--- config.mk ---
export PLATFORM = sky130hd
export DESIGN_NAME = adv_data_name_extractor_unit
export DESIGN_NICKNAME = d
export VERILOG_FILES = /design/src/sv/adne_pkg.sv /design/src/sv/adne_ctrl.sv /design/src/sv/adne_dp.sv /design/src/sv/adv_data_name_extractor_unit.sv
export VERILOG_INCLUDE_DIRS = /design/src /design/src/sv
export SDC_FILE = /design/constraint.sdc
export NUM_CORES = 1
export LEC_CHECK = 0
export ABC_AREA = 1
export BUFFER_PORTS_ARGS = -buffer_cell sky130_fd_sc_hd__buf_4
export CORE_ASPECT_RATIO = 2
export CORE_MARGIN = 3
export CORE_UTILIZATION = 55
export CTS_CLUSTER_SIZE = 25
export DETAILED_ROUTE_END_ITERATION = 7
export MAX_ROUTING_LAYER = met4
export PLACE_DENSITY = 0.74
export SLEW_MARGIN = 20
export SYNTH_ARGS = -nofsm -noshare
export SYNTH_HDL_FRONTEND = slang
export SYNTH_SLANG_ARGS = --single-unit
--- constraint.sdc ---
create_clock -name clk -period 5.4 [get_ports clk]
set_clock_uncertainty 0.05 [all_clocks]
set_input_delay 1.08 -clock clk [delete_from_list [all_inputs] [get_ports clk]]
set_output_delay 1.08 -clock clk [all_outputs]
set_load 0.02 [all_outputs]
--- src/sv/assert_macros.svh ---
// Assertion macros used by the extractor top-level unit
`ifndef ASSERT_MACROS_SVH
`define ASSERT_MACROS_SVH

// Property must hold at every clock edge out of reset
`define CHK_ALWAYS(lbl, c, r, p, msg) \
  lbl: assert property (@(posedge c) disable iff (r) (p)) else $error(msg);

// Antecedent implies consequent in the next cycle
`define CHK_NEXT(lbl, c, r, a, b, msg) \
  lbl: assert property (@(posedge c) disable iff (r) (a) |=> (b)) else $error(msg);

// Antecedent implies consequent in the same cycle
`define CHK_SAME(lbl, c, r, a, b, msg) \
  lbl: assert property (@(posedge c) disable iff (r) (a) |-> (b)) else $error(msg);

`endif

--- src/sv/adne_pkg.sv ---
// Types and constants for the advertising-data name extractor
`default_nettype none

package adne_pkg;

  localparam int CAP_W      = 7;
  localparam int CHAR_W     = 7;
  localparam int NAME_LEN_W = 6;
  localparam int KIND_W     = 2;

  localparam logic [CAP_W-1:0]  CAP_RESET     = 7'd32;
  localparam logic [7:0]        TYPE_COMPLETE = 8'h09;
  localparam logic [7:0]        TYPE_SHORT    = 8'h08;
  localparam logic [7:0]        PRINT_LO      = 8'd32;
  localparam logic [7:0]        PRINT_HI      = 8'd127;
  localparam logic [CHAR_W-1:0] DOT_CHAR      = 7'h2E;

  localparam logic [KIND_W-1:0] KIND_NONE     = 2'd0;
  localparam logic [KIND_W-1:0] KIND_SHORT    = 2'd1;
  localparam logic [KIND_W-1:0] KIND_COMPLETE = 2'd2;

  typedef struct packed {
    logic [7:0] ad_byte;
    logic       packet_end;
  } in_item_t;

  typedef struct packed {
    logic [CHAR_W-1:0]     name_char;
    logic [NAME_LEN_W-1:0] name_length;
    logic [KIND_W-1:0]     name_kind;
    logic                  end_of_name;
  } out_item_t;

  typedef enum logic [1:0] {
    PH_LEN,
    PH_TYPE,
    PH_DATA,
    PH_DONE
  } parse_phase_t;

  typedef enum logic [1:0] {
    ST_PARSE,
    ST_READ,
    ST_SHOW
  } ctrl_state_t;

  typedef struct packed {
    logic parse;
    logic start;
    logic read;
    logic advance;
    logic finish;
  } ctrl_cmd_t;

  typedef struct packed {
    logic empty;
    logic last;
  } dp_status_t;

endpackage

`default_nettype wire

--- src/sv/adne_ctrl.sv ---
// Controller: sequences byte parsing and the name emission burst
`default_nettype none

module adne_ctrl import adne_pkg::*; (
  input  wire logic       clk,
  input  wire logic       rst,
  input  wire logic       in_valid,
  input  wire logic       packet_end,
  input  wire logic       out_ready,
  input  wire dp_status_t status,
  output logic            in_ready,
  output logic            out_valid,
  output ctrl_cmd_t       cmd
);

  ctrl_state_t state;
  ctrl_state_t state_next;

  always_ff @(posedge clk) begin
    if (rst) begin
      state <= ST_PARSE;
    end else begin
      state <= state_next;
    end
  end

  always_comb begin
    state_next = state;
    in_ready   = 1'b0;
    out_valid  = 1'b0;
    cmd        = '0;
    unique case (state)
      ST_PARSE: begin
        in_ready  = 1'b1;
        cmd.parse = in_valid;
        if (in_valid && packet_end) begin
          cmd.start  = 1'b1;
          state_next = ST_READ;
        end
      end
      ST_READ: begin
        cmd.read   = 1'b1;
        state_next = ST_SHOW;
      end
      ST_SHOW: begin
        out_valid = 1'b1;
        if (out_ready) begin
          if (status.empty || status.last) begin
            // burst done: drop the parse state
            cmd.finish = 1'b1;
            state_next = ST_PARSE;
          end else begin
            cmd.advance = 1'b1;
            state_next  = ST_READ;
          end
        end
      end
      default: begin
        state_next = ST_PARSE;
      end
    endcase
  end

endmodule

`default_nettype wire

--- src/sv/adne_dp.sv ---
// Datapath: record walker, two-bank name store and result register
`default_nettype none

module adne_dp import adne_pkg::*; #(
  parameter int NAME_MAX = 64
) (
  input  wire logic             clk,
  input  wire logic             rst,
  input  wire logic             cfg_we,
  input  wire logic [CAP_W-1:0] cfg_data,
  input  wire in_item_t         in_item,
  input  wire ctrl_cmd_t        cmd,
  output dp_status_t            status,
  output out_item_t             out_item
);

  localparam int AW = $clog2(NAME_MAX);
  localparam int DEPTH = 2 * (2 ** AW);
  localparam logic [CAP_W-1:0] CAP_MAX = CAP_W'(NAME_MAX);

  logic [CHAR_W-1:0] name_mem [0:DEPTH-1];
  logic [CHAR_W-1:0] rdata;

  logic [CAP_W-1:0]  capacity;
  parse_phase_t      phase;
  logic [7:0]        bytes_left;
  logic [KIND_W-1:0] category;
  logic [KIND_W-1:0] best_level;
  logic              bank;
  logic [AW-1:0]     staged_length;
  logic [AW-1:0]     kept_length;
  logic [AW-1:0]     char_idx;

  logic [CAP_W-1:0]  cap_eff;
  logic [CAP_W-1:0]  keep_limit;
  logic [7:0]        left_dec;
  logic              store_ok;
  logic [AW-1:0]     staged_after;
  logic [CHAR_W-1:0] clean_char;
  logic [7:0]        b;

  assign b = in_item.ad_byte;

  always_comb begin
    if (capacity == '0) begin
      cap_eff = CAP_W'(1);
    end else if (capacity > CAP_MAX) begin
      cap_eff = CAP_MAX;
    end else begin
      cap_eff = capacity;
    end
    keep_limit   = cap_eff - CAP_W'(1);
    left_dec     = bytes_left - 8'd1;
    store_ok     = (category != KIND_NONE) && (CAP_W'(staged_length) < keep_limit);
    staged_after = store_ok ? staged_length + AW'(1) : staged_length;
    clean_char   = (b >= PRINT_LO && b < PRINT_HI) ? b[CHAR_W-1:0] : DOT_CHAR;
  end

  always_ff @(posedge clk) begin
    if (rst) begin
      capacity <= CAP_RESET;
    end else if (cfg_we) begin
      capacity <= cfg_data;
    end
  end

  // parse state; bank select survives the end-of-packet clear
  always_ff @(posedge clk) begin
    if (rst) begin
      phase         <= PH_LEN;
      bytes_left    <= '0;
      category      <= KIND_NONE;
      best_level    <= KIND_NONE;
      bank          <= 1'b0;
      staged_length <= '0;
      kept_length   <= '0;
    end else if (cmd.finish) begin
      phase         <= PH_LEN;
      bytes_left    <= '0;
      category      <= KIND_NONE;
      best_level    <= KIND_NONE;
      staged_length <= '0;
      kept_length   <= '0;
    end else if (cmd.parse) begin
      case (phase)
        PH_LEN: begin
          if (b == 8'd0) begin
            phase <= PH_DONE;
          end else begin
            bytes_left <= b;
            phase      <= PH_TYPE;
          end
        end
        PH_TYPE: begin
          bytes_left <= left_dec;
          if (b == TYPE_COMPLETE) begin
            category <= KIND_COMPLETE;
          end else if (b == TYPE_SHORT && best_level == KIND_NONE) begin
            category <= KIND_SHORT;
          end else begin
            category <= KIND_NONE;
          end
          staged_length <= '0;
          phase         <= (left_dec == 8'd0) ? PH_LEN : PH_DATA;
        end
        PH_DATA: begin
          staged_length <= staged_after;
          bytes_left    <= left_dec;
          if (left_dec == 8'd0) begin
            phase <= PH_LEN;
            if (category != KIND_NONE) begin
              // record complete: the staged bank becomes the kept name
              bank        <= ~bank;
              kept_length <= staged_after;
              best_level  <= category;
              if (category == KIND_COMPLETE) begin
                phase <= PH_DONE;
              end
            end
          end
        end
        default: begin
        end
      endcase
    end
  end

  always_ff @(posedge clk) begin
    if (cmd.parse && phase == PH_DATA && store_ok) begin
      name_mem[{~bank, staged_length}] <= clean_char;
    end
    if (cmd.read) begin
      rdata <= name_mem[{bank, char_idx}];
    end
  end

  always_ff @(posedge clk) begin
    if (rst) begin
      char_idx <= '0;
    end else if (cmd.start) begin
      char_idx <= '0;
    end else if (cmd.advance) begin
      char_idx <= char_idx + AW'(1);
    end
  end

  always_comb begin
    status.empty = (best_level == KIND_NONE) || (kept_length == '0);
    status.last  = ({1'b0, char_idx} + (AW+1)'(1)) == {1'b0, kept_length};
    out_item.name_char   = status.empty ? '0 : rdata;
    out_item.name_length = NAME_LEN_W'(kept_length);
    out_item.name_kind   = best_level;
    out_item.end_of_name = status.empty || status.last;
  end

endmodule

`default_nettype wire

--- src/sv/adv_data_name_extractor_unit.sv ---
// Parses advertising-data bytes, one byte per cycle outside the emission burst.
// On a final byte the name store is read into the result register before the first
// result is valid; each further character takes a name store read, then the result
// register, plus output stalls. No byte is accepted during the emission burst. Config
// writes take effect in the next cycle. Reset (rst, synchronous): capacity 32, parse
// state and bank select cleared; the name store is not cleared, shown only where written.
`default_nettype none
`include "assert_macros.svh"

module adv_data_name_extractor_unit import adne_pkg::*; #(
  parameter int NAME_MAX = 64
) (
  input  wire logic             clk,
  input  wire logic             rst,
  input  wire logic             cfg_valid,
  output logic                  cfg_ready,
  input  wire logic [CAP_W-1:0] cfg_data,
  input  wire logic             in_valid,
  output logic                  in_ready,
  input  wire in_item_t         in_item,
  output logic                  out_valid,
  input  wire logic             out_ready,
  output out_item_t             out_item
);

  ctrl_cmd_t  cmd;
  dp_status_t status;

  assign cfg_ready = 1'b1;

  adne_ctrl u_ctrl (
    .clk        (clk),
    .rst        (rst),
    .in_valid   (in_valid),
    .packet_end (in_item.packet_end),
    .out_ready  (out_ready),
    .status     (status),
    .in_ready   (in_ready),
    .out_valid  (out_valid),
    .cmd        (cmd)
  );

  adne_dp #(
    .NAME_MAX (NAME_MAX)
  ) u_dp (
    .clk      (clk),
    .rst      (rst),
    .cfg_we   (cfg_valid),
    .cfg_data (cfg_data),
    .in_item  (in_item),
    .cmd      (cmd),
    .status   (status),
    .out_item (out_item)
  );

  `CHK_ALWAYS(a_no_overlap, clk, rst, !(in_ready && out_valid),
              "input and output both open")
  `CHK_NEXT(a_burst_blocks, clk, rst, in_valid && in_ready && in_item.packet_end,
            !in_ready, "input open after final byte")
  `CHK_NEXT(a_burst_ends, clk, rst, out_valid && out_ready && out_item.end_of_name,
            in_ready && !out_valid, "parser not resumed after last item")
  `CHK_SAME(a_char_has_len, clk, rst, out_valid && !out_item.end_of_name,
            out_item.name_length != 0 && out_item.name_kind != KIND_NONE,
            "mid-run item without a name")

endmodule

`default_nettype wire

==> results by stage, run 1 <==
Run status:
- The flow ran to the end, and the final reports show no timing, DRC or antenna violations.

Die:
- The number of top-level pins is 40.
- The initialized floorplan defines between 100 and 150 standard-cell rows.
- The initial core utilization is 55.7%.
- The width of the chip is between 150 and 200 um.
- After floorplanning, the core was sized to cover 69900 sq um.
- The die covers around 74000 sq um.
- The die span in y is 382 um.

Global route:
- The number of antenna violations at the first check in global routing was 0.
- The first global-routing pass estimated ~160000 um of wire.
- The via count of the first global-routing pass is 26700.
- For this run, the total global-route usage over all layers was measured as 30.0%.
- The total grt overflow is 0.
- Entering global routing, the biggest net connects 260 pins.

Route:
- The number of remaining DRC errors is 0.
- After detailed routing, the total wire length is 110000 um.
- The average vias per placed instance is 6.41.
- The first detailed-routing pass ran for 7 iterations.
- The average wire per standard cell is 26.2 um.
- The initial DRC count is about 3500.
- The via count is 26900.
- The detail route stage leaves a number of antenna-violating nets equal to 0.

Clock tree:
- The number of buffers between clock root and the deepest sink is 3.
- The later pin in the worst-skew pair is clocked with a latency of 0.66 ns.
- The tree is rooted in a clkbuf_16.
- TritonCTS built the clock tree.
- The tree built by TritonCTS fans out to 945 sinks.
- Post-CTS repair changed the size of 0 cells.
- The clock transition at the registers of the reported paths is roughly 0.070 ns.
- The CTS buffer count is 77.
- The post-CTS setup buffer count is 0.
- Buffers inserted to repair hold after CTS numbered 0.
- The deepest level of the CTS H-tree is 3.

Critical path:
- The standard cell with the maximum stage delay on the critical path is dfxtp_4.
- The beginning of the worst register-to-register path is u_dp.capacity[6].
- For flop-to-flop paths, the worst setup slack is approximately 1.1 ns.
- The signal on the critical path passes through buf_4 -> xnor2_1 -> nor2_1 -> nand3_1 -> nor2_1 -> nand3_1 -> nand2_1 -> buf_4.
- The worst setup path is launched from a flop.
- The class of the most critical setup path is reg2out.
- For the worst setup path, the data arrival time is roughly 3.3 ns.
- The endpoint type of the worst setup path is an output pin.
- The worst register-to-register path has a depth of 15.
- In this run the worst path has a maximum fanout of approximately 110.
- The endpoint of the worst register-to-register path is u_dp.name_mem[20][1].
- At the worst endpoint, the required time is 4.27 ns.
- The delay of the slowest cell on the worst path is approximately 0.87 ns.

Cells and area:
- For this run, the post-layout net count is about 3300.
- The count of inserted antenna diode cells is 0.
- The share of layout cells above drive strength 1 is 8.34%.
- At the end of the flow the core is filled with cells to 61.1%.
- The area overhead of the layout relative to synthesis is 9.78%.
- The finished cells cover about 43000 sq um.
- The finished layout holds between 4000 and 5000 standard cells, fillers aside.
- The number of fill cells in the layout is 5400.

Yosys:
- Each instance of the synthesized netlist takes up on average 11.9 sq um.
- The share of the synthesized area in the top cell type is between 60% and 70%.
- The most used flip-flop cell after synthesis is edfxtp_1.
- During synthesis, Yosys emitted a total of 0 warnings.
- The mapped cell area is a little under 40000 sq um.
- Yosys mapped a number of flops with a built-in enable equal to between 900 and 1000.
- The number of synthesized register bits is about 950.
- Synthesis handed over a netlist of around 3300 instances.
- By count the netlist is led by edfxtp_1 (903), nor2_1 (574), o21ai_0 (447), nand2_1 (375), nand3_1 (233).
- The net count after synthesis is ~3300.
- The sequential cell area fraction in the yosys report is 71.8%.
- By area the synthesized netlist is led by edfxtp_1 (70%), o21ai_0 (5.7%), nor2_1 (5.5%).
- Summed over all instances, the cell type with the most area after synthesis is edfxtp_1.
- Of all flip-flops after synthesis, the portion carrying an async set or reset was 0%.
- The number of different library cells used by synthesis comes to slightly above 40.
- The most common cell in the netlist is edfxtp_1.

Power and ir drop:
- The sequential cell fraction of total power is between 50% and 60%.
- Combinational logic is responsible for 2.8% of the overall power.
- The total internal power is around 0.012 W.
- The worst-case IR drop observed on VDD is about 0.00036 V.
- The total power divided by cell area is 339 nW/um^2.
- For this design the total switching power over the nets is approximately 0.0030 W.
- The proportion of power drawn by the clock network is 41.5%.
- The leakage component of the power is 14.6 nW.
- The switching share of power is roughly a fifth.

Min path:
- The startpoint identified for the worst hold timing path is u_dp.bytes_left[7].
- The number of instances on the worst hold path is 2.
- The tightest min-delay check is of the reg2reg type.
- The worst hold endpoint is u_dp.bytes_left[7].

Placement:
- The setup slack after placement is around 1.1 ns.
- The final RePlAce weighted congestion is 1.01.
- Summing all placed instances gives a cell area of about 40000 sq um.
- The number of buffers added on ports is 38.
- After legalization and detailed placement, the total HPWL measured 67700 um.
- In this run, placement finished with an instance count of 4045.

Job:
- The number of maximum-capacitance constraint violations is 0.

STA:
- Timing would allow up to roughly 230 MHz.
- The number of failing hold endpoints at the final stage is 0.
- The final total negative setup slack is 0 ns.
- The final number of setup-violating endpoints is 0.
- Setup slack on the critical path of the routed design comes to around 0.99 ns.
- After layout, the minimum clock period comes to about 4.4 ns.
- The total count of max-transition violations in the final report was 0.
- Setup repair after global routing left no endpoint under its margin.
- Of the available clock period, the critical path in the final layout requires around 80%.
- For the pin with the worst max-slew slack, the measured transition is roughly 1.1 ns.
- The relative slew slack is about a quarter.
flip-flops by register name, summed over array words and instances, names as in the netlist:
signal              count
u_ctrl.state            2
u_dp.bank               1
u_dp.best_level         2
u_dp.bytes_left         8
u_dp.capacity           7
u_dp.category           2
u_dp.char_idx           6
u_dp.kept_length        6
u_dp.name_mem         896
u_dp.phase              2
u_dp.rdata              7
u_dp.staged_length      6
metal layers:
| layer | wire length [um] | share of wire, % | GRT usage [%] |
|---|---|---|---|
| met1 | 35900 | 33 | 32.5 |
| met2 | 56500 | 52 | 52.2 |
| met3 | 9030 | 8.2 | 4.24 |
| met4 | 8170 | 7.4 | 18.4 |
| met5 | 0 | 0 | - |
worst max-delay path, delay by kind of cell (launching register included):
kind | cells | cell delay (ns)
buffers and inverters | 2 | 1.04
XOR/XNOR | 1 | 0.15
flip-flops | 1 | 0.87
AND/OR/NAND/NOR | 5 | 0.52
power by group through the flow:
| stage | clock (W) | combinational (W) | sequential (W) |
|---|---|---|---|
| 2_1_floorplan | 0 | 0.000224 | 0.00822 |
| 6_report | 0.00601 | 0.000411 | 0.00805 |
| 3_5_place_dp | 0 | 0.000408 | 0.00821 |
| 4_1_cts | 0.00605 | 0.000410 | 0.00805 |
| 5_1_grt | 0.00634 | 0.000452 | 0.00804 |
| 3_3_place_gp | 0 | 0.000408 | 0.00821 |
worst max path at each step:
stage | start | to | slack, ns | cells past startpoint
after CTS | u_dp.char_idx[0] | out_item[0] | 1.01 | 8
final | u_dp.char_idx[0] | out_item[0] | 0.99 | 8
after detailed placement | u_dp.capacity[6] | u_dp.name_mem[115][4] | 1.12 | 15
after global placement | u_dp.capacity[6] | u_dp.name_mem[20][3] | 1.12 | 15
after global routing | u_dp.char_idx[0] | out_item[0] | 0.69 | 8
after floorplan | in_item[2] | u_dp.name_mem[0][0] | 0.08 | 5
logic make-up after synthesis:
group,Yosys count,synth area share [%]
compound gates,739,10.4
flops,945,71.8
buf+inv,292,3.12
xor+xnor,15,0.337
fa+ha+maj,14,0.450
other cells,1,0.00963
simple gates,1265,13.9
cells in the final DEF, fill, tap and decap left out, types with 10 or more instances in the layout:
cell type and count:
o221ai_1 14, nor3_1 34, nand3_1 233, ha_1 14, buf_12 10, bufinv_16 12, dfxtp_1 38, o22ai_1 210
inv_1 70, clkinv_2 13, o21ai_0 447, edfxtp_1 903, clkbuf_16 81, nand2_1 370, a21oi_1 59, buf_4 76
xor2_1 13, nor3_2 21, nor2_1 571
per-stage QoR:
step / hold slack, ns / power, W
floorplan: 0.404 / 0.00845
global placement: 0.420 / 0.00862
detailed placement: 0.431 / 0.00862
CTS: 0.442 / 0.0145
global route: 0.484 / 0.0148
finish: 0.445 / 0.0145
area by class of cell:
type / count / area [sq um] / area share (%)
clock buffer: 86 / 2050 / 4.79
clock inverter: 57 / 704 / 1.65
inverter: 77 / 305 / 0.714
multi-input combinational: 2034 / 9810 / 23.0
sequential: 945 / 28000 / 65.4
tap: 903 / 1130 / 2.64
timing repair buffer: 86 / 771 / 1.80
No activity file was read; power rests on OpenSTA's default activity.
==> inputs of run 2 (changes only) <==
==> constraint.sdc (replaced) <==
create_clock -name clk -period 3.9 [get_ports clk]
set_clock_uncertainty 0.05 [all_clocks]
set_input_delay 0.78 -clock clk [delete_from_list [all_inputs] [get_ports clk]]
set_output_delay 0.78 -clock clk [all_outputs]
set_load 0.02 [all_outputs]
==> run 2 against run 1 <==
Compared with the run above:
- routed wire length increased by 2.0%
- worst setup slack worse by 0.72 ns
- cell count increased by 3.4%
- power rose by 36%
- design area up 2.6%
- combinational power grew 44%
- register-to-register slack worse by 0.80 ns
- sequential cell count unchanged
- first-iteration DRC count rose by 1.0%
- critical path depth grew 1
- hold slack lost 0.18 ns
- non-clock buffer count up 147
- critical endpoint unchanged
- largest cell class unchanged
- highest routed layer unchanged
==> results by stage, run 2 (synthesis gave the netlist of run 1 again) <==
Critical path:
- The cell occurring most often along the worst timing path is nand2_1.
- The delay of the slowest cell on the worst path came to 0.69 ns (was 0.87 ns).
- The arrival time at the worst endpoint was 2.80 ns (was 3.28 ns).
- The standard cell with the maximum stage delay on the critical path was dfxtp_4 (unchanged).
- The endpoint type of the worst setup path is an output pin (unchanged).
- The endpoint required time on the critical path is 3.07 ns (was 4.27 ns).
- The highest net fanout along the worst path is 38 (was 107).
- The gate family responsible for the most delay along the worst path is simple AND/OR/NAND/NOR gates (was buffers and inverters).
- The number of buffer and inverter instances along the worst setup path is 1 (was 2).
- The launching element type of the critical path is a flop (unchanged).
- Crit path cell chain: nand2_2 -> o21ai_1 -> nand2_1 -> nand2_1 -> nand2_1 -> nor2_1 -> nand3_1 -> nand2_1 -> buf_4 (was buf_4 -> xnor2_1 -> nor2_1 -> nand3_1 -> nor2_1 -> nand3_1 -> nand2_1 -> buf_4).
- The class of the most critical setup path is reg2out (unchanged).

Clock tree:
- The CTS tree was done (unchanged).
- The clock transition at the registers of the reported paths is 0.07 ns (about the same).
- The hold-fix buffer count after cts is 0 (unchanged).
- The post-cts sizing count is 0 (unchanged).
- The number of clock sinks is 945 (unchanged).
- The number of buffers between clock root and the deepest sink came to 3 (unchanged).
- The CTS buffer count is 76 (was 77).
- The deepest level of the CTS H-tree is 3 (unchanged).
- The clock latency on the worst-skew pair came to 0.64 ns (was 0.66 ns).
- The root cell of the clock tree is clkbuf_16 (unchanged).
- The post-CTS setup buffer count is 0 (unchanged).

Route:
- The remaining antenna violation count after routing is 0 (unchanged).
- The count of TritonRoute iterations in the first routing pass is 6 (was 7).
- The number of remaining DRC errors is 0 (unchanged).
- The total wirelength of the detailed-routed design was 112000 um (was 110000 um).
- The average wire per standard cell is 25.8 um (was 26.2 um).
- The via count is 27200 (was 26900).
- The average vias per placed instance is 6.29 (was 6.41).
- The initial DRC count was 3505 (was 3469).

Die:
- The area of the die is 74200 sq um (unchanged).
- The core box area is 69900 sq um (unchanged).
- The initial core utilization is 55.7% (unchanged).
- The number of placement rows came to 137 (unchanged).
- The number of top-level pins was 40 (unchanged).
- The width of the chip is 194 um (unchanged).
- The die span in y is 382 um (unchanged).

Cells and area:
- The share of layout cells above drive strength 1 is 12.0% (was 8.34%).
- Largest registers: u_dp.name_mem x896, u_dp.bytes_left x8 (unchanged).
- The number of flip-flops under the largest register name is 896 (unchanged).
- The number of fill cells in the layout came to 5225 (was 5400).
- Leading cell types in the layout, fill and taps excluded: edfxtp_1 (903), nor2_1 (571), o21ai_0 (447) (unchanged).
- The leading cell type in the layout, fill and taps excluded is edfxtp_1 (unchanged).
- The register with the highest flop count was u_dp.name_mem (unchanged).
- The count of inserted antenna diode cells came to 0 (unchanged).
- The area overhead of the layout relative to synthesis was 12.6% (was 9.78%).
- The net total in the final layout is 3402 (was 3256).

STA:
- The relative slew slack was 24.0% (was 24.3%).
- Of the available clock period, the critical path in the final layout requires between 90% and 100%.
- The final number of setup-violating endpoints is 0 (unchanged).
- The slew of the pin with the lowest slew margin is 1.14 ns (about the same).
- The worst path setup slack after routing came to 0.271 ns (was 0.990 ns).
- The total count of max-transition violations in the final report is 0 (unchanged).
- RSZ-0062 raised after global routing: no (unchanged).
- The number of failing hold endpoints at the final stage came to 0 (unchanged).
- Timing would allow up to ~280 MHz.
- The final total negative setup slack is 0 ns (unchanged).
- The final period demand of the worst path is about 3.6 ns.

Job:
- The number of maximum-capacitance constraint violations is 0 (unchanged).

Placement:
- The number of buffers added on ports is 38 (unchanged).
- The HPWL after detailed placement was 71600 um (was 67700 um).
- The setup slack after placement came to 0.326 ns (was 1.12 ns).
- The final RePlAce weighted congestion is 1.01 (about the same).

Global route:
- The overall track demand over capacity in global routing is 30.6% (was 30.0%).
- The total grt overflow is 0 (unchanged).
- The via count of the first global-routing pass is 27000 (was 26700).
- The maximum number of pins on one net before global-route repair is 156 (was 260).
- The number of antenna violations at the first check in global routing came to 0 (unchanged).
- The first-pass GRT wire length is 164000 um (was 162000 um).

Power and ir drop:
- The worst supply voltage drop on vdd is 0.000597 V (was 0.000359 V).
- The leakage component of the power is 15.4 nW (was 14.6 nW).
- The total power divided by cell area is 448 nW/um^2 (was 339 nW/um^2).

Run status:
- Outcome: completed (unchanged).

Min path:
- The worst hold path class is in2reg (was reg2reg).
run 2: final timing paths:
path | slack (ns) | cells after the start | startpoint | to
min | 0.26 | 2 | rst | u_ctrl.state[1]
max reg2reg | 0.28 | 17 | u_dp.capacity[4] | u_dp.name_mem[28][5]
max | 0.27 | 9 | u_dp.char_idx[0] | out_item[0]
min reg2reg | 0.43 | 2 | u_dp.bytes_left[1] | u_dp.bytes_left[1]
run 2: report_power, final:
part | internal [W] | leakage [nW] | switching [W]
sequential | 0.0111 | 8.78 | 0.0000224
combinational | 0.000155 | 5.39 | 0.000438
clock | 0.00434 | 1.22 | 0.00356
total | 0.0156 | 15.4 | 0.00402
run 2: routing by layer:
layer  up-vias  wire length [um]  track usage, %  part of all wire [%]
li1      12100                 -               -                     -
met1     13000             37300            33.3                    33
met2      1744             57700            53.5                    52
met3       461              8610            4.03                   7.7
met4         0              8280            18.2                   7.4
met5         -                 0               -                     0
run 2: worst reg2reg max path: stages, from the launching register on:
cell     delay, ns
dfxtp_1       0.32
nor3_1        0.35
nand3_1       0.15
nand2_1       0.10
inv_1         0.05
ha_1          0.22
nand2_2       0.12
xor2_1        0.17
ha_1          0.26
a21oi_1       0.19
nor2_2        0.09
nor2_8        0.14
nand2_4       0.11
nor2_8        0.22
nand2_4       0.12
buf_12        0.21
nor3_1        0.22
buf_4         0.22
run 2: cell type report:
type | count | area, sq um | area share (%)
Sequential cell | 945 | 28000 | 63.8
Tap cell | 903 | 1130 | 2.58
Clock inverter | 53 | 558 | 1.27
Clock buffer | 86 | 2000 | 4.57
Inverter | 77 | 300 | 0.685
Timing Repair Buffer | 233 | 2070 | 4.73
Multi-Input combinational cell | 2034 | 9810 | 22.4
run 2: through the flow:
| step | utilization [%] | hold slack [ns] | total power [W] | instances | cell area (sq um) |
|---|---|---|---|---|---|
| 2_1_floorplan | - | 0.404 | 0.0117 | 3271 | 38900 |
| 3_3_place_gp | 59.0 | 0.418 | 0.0119 | 4192 | 41300 |
| 3_5_place_dp | 59.0 | 0.423 | 0.0120 | 4192 | 41300 |
| 4_1_cts | 62.7 | 0.225 | 0.0197 | 4331 | 43800 |
| 5_1_grt | 62.7 | 0.270 | 0.0202 | 4331 | 43800 |
| 6_report | 62.7 | 0.260 | 0.0196 | 4331 | 43800 |
